**src/tunnel_message_reassembler_unit_macros.svh**
```systemverilog
// Assertion macros shared by the tunnel message reassembler.
`ifndef TUNNEL_MESSAGE_REASSEMBLER_UNIT_MACROS_SVH
`define TUNNEL_MESSAGE_REASSEMBLER_UNIT_MACROS_SVH

// Condition that must hold at every clock edge out of reset.
`define TMR_ASSERT_ALWAYS(label, cond, msg) \
  label: assert property (@(posedge clk) disable iff (rst) (cond)) else $error(msg);

// Consequence that must hold in the cycle after the antecedent.
`define TMR_ASSERT_NEXT(label, ante, cons, msg) \
  label: assert property (@(posedge clk) disable iff (rst) (ante) |=> (cons)) else $error(msg);

`endif

```
**src/tmr_pkg.sv**
```systemverilog
// Types and constants of the tunnel message reassembler.
package tmr_pkg;

  localparam int FRAME_BYTES       = 60;
  localparam int READ_BUFFER_BYTES = 256;
  localparam int HEADER_BYTES      = 2;

  localparam int CAP_W  = 9;
  localparam int LEN_W  = 6;
  localparam int BYTE_W = 8;

  localparam logic [CAP_W-1:0] CAP_MAX     = CAP_W'(READ_BUFFER_BYTES);
  localparam logic [LEN_W-1:0] LEN_FULL    = LEN_W'(FRAME_BYTES);
  localparam logic [LEN_W-1:0] LEN_HEADER  = LEN_W'(HEADER_BYTES);

  typedef enum logic {
    CMD_ARM  = 1'b0,
    CMD_BYTE = 1'b1
  } cmd_t;

  typedef enum logic [1:0] {
    KIND_WRITE    = 2'd0,
    KIND_COMPLETE = 2'd1,
    KIND_ABANDON  = 2'd2
  } kind_t;

  typedef enum logic {
    REG_CHANNEL  = 1'b0,
    REG_PROTOCOL = 1'b1
  } reg_index_t;

  typedef struct packed {
    kind_t              kind;
    logic [BYTE_W-1:0]  write_offset;
    logic [BYTE_W-1:0]  write_data;
    logic [CAP_W-1:0]   total_size;
    logic [BYTE_W-1:0]  source_id;
    logic [BYTE_W-1:0]  destination_id;
    logic               last;
  } result_t;

endpackage

```
**src/tunnel_message_reassembler_unit.sv**
```systemverilog
// Top level of the tunnel message reassembler: frame parsing and result buffer.
//
// The slave stream carries one command per transfer: tuser low arms a new
// read with the capacity in tdata, tuser high delivers one byte of a tunnel
// frame with its length, protocol and channel. The master stream carries the
// results: payload byte writes, read completions and read abandons, with
// tlast marking the final result caused by one input transfer.
// Each input is decoded in the cycle it is accepted; its results appear on
// the master side in the next cycle.
// An input causes at most two results. A two-entry result buffer holds them,
// and a new input is taken whenever the buffer is empty or its single
// remaining entry is taken in the same cycle. With the receiver ready this
// gives one input per cycle while each input yields at most one result; an
// input that yields two holds off the next input until its second result is taken.
// When the receiver stalls, the buffer fills and tready drops until it drains.
// Synchronous reset disarms the read, clears all counters and the buffer, and
// sets the channel register to 0 and the protocol register to 255.
// The configuration registers are written through cfg_we, cfg_index and
// cfg_data and must only be changed while the block is idle.
module tunnel_message_reassembler_unit (
  input  logic        clk,
  input  logic        rst,
  // configuration write port
  input  logic        cfg_we,
  input  logic        cfg_index,
  input  logic [7:0]  cfg_data,
  // input stream
  input  logic        s_tvalid,
  output logic        s_tready,
  input  logic [39:0] s_tdata,   // capacity, frame_byte, frame_length, frame_protocol,
                                 // frame_channel, zero fill
  input  logic        s_tuser,   // command
  // result stream
  output logic        m_tvalid,
  input  logic        m_tready,
  output logic [47:0] m_tdata,   // write_offset, write_data, total_size, source_id,
                                 // destination_id, zero fill
  output logic [1:0]  m_tuser,   // kind
  output logic        m_tlast    // last
);

  logic [7:0] channel_number;
  logic [7:0] expected_protocol;

  logic       armed;
  logic [8:0] buffer_capacity;
  logic [8:0] fill_count;
  logic [5:0] byte_position;
  logic       frame_accepted;
  logic [7:0] latched_source;
  logic [7:0] latched_destination;

  logic       armed_next;
  logic [8:0] buffer_capacity_next;
  logic [8:0] fill_count_next;
  logic [5:0] byte_position_next;
  logic       frame_accepted_next;
  logic [7:0] latched_source_next;
  logic [7:0] latched_destination_next;

  tmr_pkg::result_t slot0;
  tmr_pkg::result_t slot1;
  logic [1:0]       cnt;

  tmr_pkg::result_t res0;
  tmr_pkg::result_t res1;
  logic [1:0]       res_cnt;

  logic       in_cmd;
  logic [8:0] in_cap;
  logic [7:0] in_byte;
  logic [5:0] in_len;
  logic [7:0] in_proto;
  logic [7:0] in_chan;

  logic push;
  logic pop;

  assign in_cmd   = s_tuser;
  assign in_cap   = s_tdata[8:0];
  assign in_byte  = s_tdata[16:9];
  assign in_len   = s_tdata[22:17];
  assign in_proto = s_tdata[30:23];
  assign in_chan  = s_tdata[38:31];

  assign m_tvalid = (cnt != 2'd0);
  assign s_tready = (cnt == 2'd0) || ((cnt == 2'd1) && m_tready);
  assign push     = s_tvalid && s_tready;
  assign pop      = m_tvalid && m_tready;

  assign m_tuser = slot0.kind;
  assign m_tlast = slot0.last;
  assign m_tdata = {7'd0, slot0.destination_id, slot0.source_id, slot0.total_size,
                    slot0.write_data, slot0.write_offset};

  always_comb begin
    logic [5:0]       len_e;
    logic             full;
    logic             hdr_ok;
    logic [5:0]       payload;
    logic             overflow;
    logic             fa0;
    logic             armed0;
    logic [8:0]       fill0;
    logic [8:0]       fill1;
    logic [6:0]       pos_inc;
    tmr_pkg::result_t r;

    armed_next               = armed;
    buffer_capacity_next     = buffer_capacity;
    fill_count_next          = fill_count;
    byte_position_next       = byte_position;
    frame_accepted_next      = frame_accepted;
    latched_source_next      = latched_source;
    latched_destination_next = latched_destination;
    res0                     = '0;
    res1                     = '0;
    res_cnt                  = 2'd0;

    len_e    = (in_len == 6'd0) ? 6'd1 : in_len;
    full     = (len_e == tmr_pkg::LEN_FULL);
    hdr_ok   = armed && (len_e >= tmr_pkg::LEN_HEADER) && (len_e <= tmr_pkg::LEN_FULL) &&
               (in_proto == expected_protocol) && (in_chan == channel_number);
    payload  = len_e - tmr_pkg::LEN_HEADER - (full ? 6'd1 : 6'd0);
    overflow = ({1'b0, fill_count} + 10'(payload)) > {1'b0, buffer_capacity};
    pos_inc  = {1'b0, byte_position} + 7'd1;
    fa0      = frame_accepted;
    armed0   = armed;
    fill0    = fill_count;
    fill1    = fill_count;
    r        = '0;

    if (in_cmd == tmr_pkg::CMD_ARM) begin
      buffer_capacity_next = (in_cap > tmr_pkg::CAP_MAX) ? tmr_pkg::CAP_MAX : in_cap;
      fill_count_next      = 9'd0;
      armed_next           = 1'b1;
      frame_accepted_next  = 1'b0;
    end else begin
      if (byte_position == 6'd0) begin
        fa0 = 1'b0;
        if (hdr_ok) begin
          if (overflow) begin
            armed0 = 1'b0;
            fill0  = 9'd0;
            r      = '0;
            r.kind = tmr_pkg::KIND_ABANDON;
            res0   = r;
            res_cnt = 2'd1;
          end else begin
            fa0 = 1'b1;
          end
        end
      end
      fill1 = fill0;

      if (fa0 && armed0) begin
        if (byte_position == 6'd0) begin
          if (fill0 == 9'd0) begin
            latched_source_next = in_byte;
          end
        end else if (byte_position == 6'd1) begin
          if (fill0 == 9'd0) begin
            latched_destination_next = in_byte;
          end
        end else if (!(full && (pos_inc == {1'b0, len_e})) && (byte_position < len_e)) begin
          if (fill0 < buffer_capacity) begin
            r              = '0;
            r.kind         = tmr_pkg::KIND_WRITE;
            r.write_offset = fill0[7:0];
            r.write_data   = in_byte;
            res0           = r;
            res_cnt        = 2'd1;
            fill1          = fill0 + 9'd1;
          end
        end
      end

      if (pos_inc >= {1'b0, len_e}) begin
        if (fa0 && armed0 && (len_e < tmr_pkg::LEN_FULL)) begin
          r                = '0;
          r.kind           = tmr_pkg::KIND_COMPLETE;
          r.total_size     = fill1;
          r.source_id      = latched_source_next;
          r.destination_id = latched_destination_next;
          if (res_cnt == 2'd0) begin
            res0 = r;
          end else begin
            res1 = r;
          end
          res_cnt = res_cnt + 2'd1;
          armed0  = 1'b0;
        end
        fa0                = 1'b0;
        byte_position_next = 6'd0;
      end else begin
        byte_position_next = pos_inc[5:0];
      end

      armed_next          = armed0;
      fill_count_next     = fill1;
      frame_accepted_next = fa0;
    end

    if (res_cnt == 2'd1) begin
      res0.last = 1'b1;
    end else if (res_cnt == 2'd2) begin
      res1.last = 1'b1;
    end
  end

  always_ff @(posedge clk) begin
    if (rst) begin
      channel_number    <= 8'd0;
      expected_protocol <= 8'd255;
    end else if (cfg_we) begin
      unique case (tmr_pkg::reg_index_t'(cfg_index))
        tmr_pkg::REG_CHANNEL:  channel_number    <= cfg_data;
        tmr_pkg::REG_PROTOCOL: expected_protocol <= cfg_data;
        default: ;
      endcase
    end
  end

  always_ff @(posedge clk) begin
    if (rst) begin
      armed               <= 1'b0;
      buffer_capacity     <= 9'd0;
      fill_count          <= 9'd0;
      byte_position       <= 6'd0;
      frame_accepted      <= 1'b0;
      latched_source      <= 8'd0;
      latched_destination <= 8'd0;
    end else if (push) begin
      armed               <= armed_next;
      buffer_capacity     <= buffer_capacity_next;
      fill_count          <= fill_count_next;
      byte_position       <= byte_position_next;
      frame_accepted      <= frame_accepted_next;
      latched_source      <= latched_source_next;
      latched_destination <= latched_destination_next;
    end
  end

  // An accepted input always finds the buffer empty once the head transfer is counted.
  always_ff @(posedge clk) begin
    if (rst) begin
      cnt <= 2'd0;
    end else if (push) begin
      cnt <= res_cnt;
    end else if (pop) begin
      cnt <= cnt - 2'd1;
    end
  end

  always_ff @(posedge clk) begin
    if (push) begin
      slot0 <= res0;
      slot1 <= res1;
    end else if (pop) begin
      slot0 <= slot1;
    end
  end

`include "tunnel_message_reassembler_unit_macros.svh"

  `TMR_ASSERT_ALWAYS(a_cnt_range, cnt != 2'd3, "result buffer count out of range")
  `TMR_ASSERT_ALWAYS(a_fill_cap, fill_count <= buffer_capacity, "fill beyond capacity")
  `TMR_ASSERT_NEXT(a_arm, push && (s_tuser == tmr_pkg::CMD_ARM), armed && (fill_count == 9'd0) && (cnt == 2'd0), "arm did not open an empty read")
  `TMR_ASSERT_NEXT(a_end_disarms, push && (res0.kind != tmr_pkg::KIND_WRITE || res_cnt == 2'd2), !armed, "read still armed after completion or abandon")

endmodule
```
**config.mk**
```make
export PLATFORM = sky130hd
export DESIGN_NAME = tunnel_message_reassembler_unit
export DESIGN_NICKNAME = d
export VERILOG_FILES = /design/src/tmr_pkg.sv /design/src/tunnel_message_reassembler_unit.sv
export VERILOG_INCLUDE_DIRS = /design/src /design/src/src
export SDC_FILE = /design/constraint.sdc
export NUM_CORES = 1
export LEC_CHECK = 0
export ABC_CLOCK_PERIOD_IN_PS = 12400
export BUFFER_PORTS_ARGS = -buffer_cell sky130_fd_sc_hd__buf_2
export CORE_MARGIN = 2
export CORE_UTILIZATION = 55
export DETAILED_ROUTE_END_ITERATION = 8
export GPL_TIMING_DRIVEN = 1
export PLACE_DENSITY = 0.77
export RECOVER_POWER = 100
export SLEW_MARGIN = 0
export SYNTH_ARGS = -nofsm -noshare
export SYNTH_HDL_FRONTEND = slang
export SYNTH_SLANG_ARGS = --single-unit
```
**constraint.sdc**
```tcl
create_clock -name clk -period 12.4 [get_ports clk]
set_clock_uncertainty 0.1 [all_clocks]
set_input_delay 0.62 -clock clk [delete_from_list [all_inputs] [get_ports clk]]
set_output_delay 0.62 -clock clk [all_outputs]
set_load 0.05 [all_outputs]
```
==> run summary <==
LOGIC SYNTHESIS
-----------------------------------------------------------------------------------------------------------------
Cell type contributing the most total cell area after synthesis                                      sky130_fd_sc_hd__edfxtp_1
Leading post-synthesis cells by cell area                                                            sky130_fd_sc_hd__edfxtp_1, sky130_fd_sc_hd__dfxtp_1, sky130_fd_sc_hd__ha_1
Asr flop ratio synth                                                                                           0%
Post-synthesis share of cell area spent on and, or, nand and nor gates                                      20.4%
Top-count cell post-synth                                                                            sky130_fd_sc_hd__nand2_1
XOR/XNOR Fraction of Synth Area                                                                             4.07%
Top cells by instance count after synthesis                                                          sky130_fd_sc_hd__nand2_1, sky130_fd_sc_hd__nor2_1, sky130_fd_sc_hd__edfxtp_1
Multiplexer share of the synthesized area                                                                   4.81%
Arithmetic-cell share of the synthesized area counting full adders, half adders and majority gates          8.49%
Synth top area share                                                                                        29.2%
Distinct cell type count of the synthesized netlist                                                            62
Sequential cell area fraction in the yosys report                                                           45.6%
Count of state elements after synthesis                                                                       131
Gate Count Post-Synth                                                                                         756
Yosys warns                                                                                                     0
Post-synth EDFFs                                                                                               71
Most instantiated flip-flop cell in the synthesis netlist                                            sky130_fd_sc_hd__edfxtp_1
Compound-Gate Fraction of Synth Area                                                                        11.4%
Post-synthesis cell area                                                                                 7310 µm²
Average cell area after synthesis                                                                        9.67 µm²
Combinational family with the most area after synthesis                                              simple AND/OR/NAND/NOR gates

CRITICAL PATH
-----------------------------------------------------------------------------------------------------------------
Most used cell along the critical path                                                               sky130_fd_sc_hd__ha_1
Arrival time of data at the critical path endpoint                                                        9.43 ns
Largest stage delay, worst path                                                                           1.02 ns
Crit Reg-Reg Startpoint                                                                              fill_count[0]
Reg-to-reg critical path endpoint                                                                     m_tdata[40]
Type of element capturing the critical path                                                              register
Delay-heaviest family, CP                                                                            simple AND/OR/NAND/NOR gates
Count of buffer and inverter cells on the critical path                                                         7
Required time of the critical path                                                                       12.38 ns
Slack of the worst reg-to-reg path                                                                        4.18 ns
CP max stage cell                                                                                    sky130_fd_sc_hd__nor2b_1
Type of the worst setup path                                                                            in -> reg
Worst R2R Path Depth                                                                                           26
Highest fanout seen on the critical path                                                                       25
Startpoint Class                                                                                        input pin

WORST HOLD PATH
-----------------------------------------------------------------------------------------------------------------
Launch instance of the worst min-delay path                                                           cfg_data[4]
Hold/Removal Path Class                                                                                 in -> reg
Cell depth of the worst min-delay path                                                                          3
Hold EP                                                                                              expected_protocol[4]

PWR
-----------------------------------------------------------------------------------------------------------------
Clock power share                                                                                           39.5%
Worst VDD drop                                                                                           0.118 mV
Total power density per cell area                                                                      157 nW/µm²
Fraction of power consumed by sequential logic                                                              40.6%
Cell leakage power                                                                                        3.50 nW
Internal power                                                                                           0.893 mW
P_sw                                                                                                     0.416 mW
Switching part of the total power                                                                           31.8%
Combinational power share                                                                                   19.9%

CLOCK TREE
-----------------------------------------------------------------------------------------------------------------
TritonCTS clock tree                                                                                        built
Number of sinks driven by the clock tree                                                                      131
Clock Latency Late Sink                                                                                   0.42 ns
Clock-pin slew on the worst setup and hold paths                                                          0.06 ns
Maximum level of the CTS H-tree                                                                                 4
Clock buffer depth                                                                                              2
Clock tree root buffer cell                                                                          sky130_fd_sc_hd__clkbuf_16
# resized after CTS                                                                                             0
Post-CTS setup buffers                                                                                          0
Count of hold buffers inserted by post-cts repair                                                               0
Clock buffer count from CTS                                                                                    17

FLOORPLANNING
-----------------------------------------------------------------------------------------------------------------
Total Die Area                                                                                         14,200 µm²
Die height                                                                                                 119 µm
Chip width                                                                                                 119 µm
Row count                                                                                                      42
Top-level port count                                                                                          108
Effective utilization at floorplan                                                                          55.9%
Floorplan core area                                                                                    13,100 µm²

FINISH
-----------------------------------------------------------------------------------------------------------------
Synth-to-Final Area Change                                                                                  14.0%
NumNets Final                                                                                                 951
Fill cells                                                                                                  1,074
Final cell count without fillers                                                                            1,036
Multi-input combinational cell area                                                                      3540 µm²
Number of diodes added for antenna fixing                                                                       0
Sequential cell area                                                                                     3330 µm²
Fraction of layout cells with a size suffix above 1                                                         10.9%

ROUTING
-----------------------------------------------------------------------------------------------------------------
Iteration-0 DRC Markers                                                                                       481
Post-detailed-route via-to-cell ratio                                                                        5.81
WL/cell                                                                                                   16.7 µm
DRT Wirelength                                                                                          17,300 µm
Initial DRT Pass Iterations                                                                                     7
DRC violations left                                                                                             0
Routed vias                                                                                                 6,021
Antenna viol nets, final                                                                                        0

JOB
-----------------------------------------------------------------------------------------------------------------
Number of max-cap violations                                                                                    4

OUTCOME
-----------------------------------------------------------------------------------------------------------------
Run status                                                                                           complete, but fails checks
Violations in the final reports                                                                      max-capacitance violations, max-slew violations

GRT
-----------------------------------------------------------------------------------------------------------------
Via count of the first global-routing pass                                                                  5,785
Antenna violations before repair                                                                                0
First-pass GRT wire length                                                                              27,500 µm
Global route total overflow                                                                                     0
Global routing usage summed across all routing layers                                                       24.3%
Pin count of the biggest net entering global routing                                                           50

TIMING
-----------------------------------------------------------------------------------------------------------------
Setup Total Neg Slack                                                                                        0 ns
Crit share post-route                                                                                       76.2%
Setup repair after global routing missed its margin                                                            no
Worst max-slew margin expressed relative to the limit                                                      -64.4%
Final Hold Viols                                                                                                0
Achievable Freq                                                                                           106 MHz
Final-report max-slew violation count                                                                         167
Final min period                                                                                          9.45 ns
Transition at the pin with the smallest max-transition slack                                              2.47 ns
Setup violation total in the final timing report                                                                0

PLACEMENT
-----------------------------------------------------------------------------------------------------------------
Placed Cells incl. Taps                                                                                     1,004
DP Wirelength                                                                                           12,000 µm
# port buffers                                                                                                 99
Final estimated routing congestion in global placement                                                      0.924

-- final cells by class --
cell class	instances	share of cell area (%)
Clock buffer	18	5.27
Clock inverter	14	2.10
Inverter	47	2.12
Multi-Input combinational cell	546	42.4
Sequential cell	131	40.0
Tap cell	176	2.64
Timing Repair Buffer	104	5.45
-- state kept, by name, summed over array words and instances (netlist names) --
register,count
m_tdata,41
byte_position,6
slot1,27
armed,1
expected_protocol,8
frame_accepted,1
buffer_capacity,9
m_tlast,1
latched_source,8
latched_destination,8
m_tuser,2
channel_number,8
cnt,2
fill_count,9
-- through the flow --
step	utilization, %	setup slack [ns]	hold slack [ns]	instance area [µm²]	power [mW]
5_1_grt	63.7	2.46	0.364	8330	1.35
2_1_floorplan	-	5.37	0.331	7330	0.744
4_1_cts	65.0	4.18	0.355	8500	1.32
3_5_place_dp	60.3	3.83	0.346	7890	0.811
6_report	63.7	2.95	0.355	8330	1.31
3_3_place_gp	60.3	3.91	0.338	7890	0.803
-- worst max path at each step --
stage                startpoint     endpoint  cells after the start
floorplan           s_tdata[19]  m_tdata[38]                     36
CTS                 s_tdata[20]    slot1[19]                     35
detailed placement  s_tdata[20]    slot1[19]                     35
global route        s_tdata[20]    slot1[15]                     35
global placement    s_tdata[20]    slot1[19]                     35
finish              s_tdata[20]  m_tdata[40]                     35
-- per-layer routing --
| layer | wire length, µm | global-route usage, % |
|---|---|---|
| met3 | 1310 | 4.69 |
| met1 | 7270 | 30.9 |
| met2 | 8260 | 40.6 |
| met5 | 0 | 0 |
| met4 | 448 | 10.1 |
-- power by group through the flow --
| stage | logic, mW | clock network, mW | registers (mW) |
|---|---|---|---|
| after floorplan | 0.110 | 0 | 0.634 |
| after global placement | 0.267 | 0 | 0.536 |
| after detailed placement | 0.273 | 0 | 0.538 |
| after CTS | 0.274 | 0.516 | 0.529 |
| after global routing | 0.277 | 0.537 | 0.536 |
| final | 0.260 | 0.517 | 0.532 |
-- kinds of logic after synthesis --
logic type      Yosys count
other cells               1
xor+xnor                 34
fa+ha+maj                49
mux                      35
buf+inv                  85
simple gates            297
compound gates          124
flops                   131
-- worst register-to-register path, cell delays in order, from the launching register on --
cell and delay [ns]:
sky130_fd_sc_hd__dfxtp_1 0.51, sky130_fd_sc_hd__ha_1 0.27, sky130_fd_sc_hd__inv_1 0.07, sky130_fd_sc_hd__fa_1 0.40, sky130_fd_sc_hd__nor2b_1 0.11, sky130_fd_sc_hd__o21ai_0 0.09
sky130_fd_sc_hd__nand2b_1 0.11, sky130_fd_sc_hd__a21o_1 0.13, sky130_fd_sc_hd__a21o_1 0.15, sky130_fd_sc_hd__nand3_1 0.10, sky130_fd_sc_hd__xnor2_1 0.17, sky130_fd_sc_hd__ha_1 0.22
sky130_fd_sc_hd__or3_1 0.38, sky130_fd_sc_hd__o32ai_1 0.70, sky130_fd_sc_hd__a21oi_1 0.49, sky130_fd_sc_hd__nor2b_1 0.25, sky130_fd_sc_hd__ha_1 0.28, sky130_fd_sc_hd__and4_1 0.22
sky130_fd_sc_hd__nor3b_1 0.15, sky130_fd_sc_hd__a211oi_1 0.37, sky130_fd_sc_hd__nand2_1 0.14, sky130_fd_sc_hd__nor2b_1 1.02, sky130_fd_sc_hd__nor2_4 0.01, sky130_fd_sc_hd__inv_1 0.15
sky130_fd_sc_hd__or3_1 0.13, sky130_fd_sc_hd__clkbuf_1 0.85, sky130_fd_sc_hd__o21ai_0 0.34
-- layout by cell type, fill, tap and decap left out, types with 11 or more instances in the layout --
cell                        instances
sky130_fd_sc_hd__dfxtp_1           60
sky130_fd_sc_hd__xor2_1            22
sky130_fd_sc_hd__clkbuf_1          53
sky130_fd_sc_hd__buf_2             51
sky130_fd_sc_hd__and3_1            16
sky130_fd_sc_hd__clkbuf_16         17
sky130_fd_sc_hd__o21ai_0           38
sky130_fd_sc_hd__nor2_1            72
sky130_fd_sc_hd__nand4_1           13
sky130_fd_sc_hd__nand2_1           90
sky130_fd_sc_hd__nand3b_1          14
sky130_fd_sc_hd__nor3_1            11
sky130_fd_sc_hd__a21oi_1           43
sky130_fd_sc_hd__nand3_1           37
sky130_fd_sc_hd__edfxtp_1          71
sky130_fd_sc_hd__mux2i_1           34
sky130_fd_sc_hd__xnor2_1           12
sky130_fd_sc_hd__ha_1              48
sky130_fd_sc_hd__inv_1             46
Note: power is estimated with default switching activity, not from simulation.
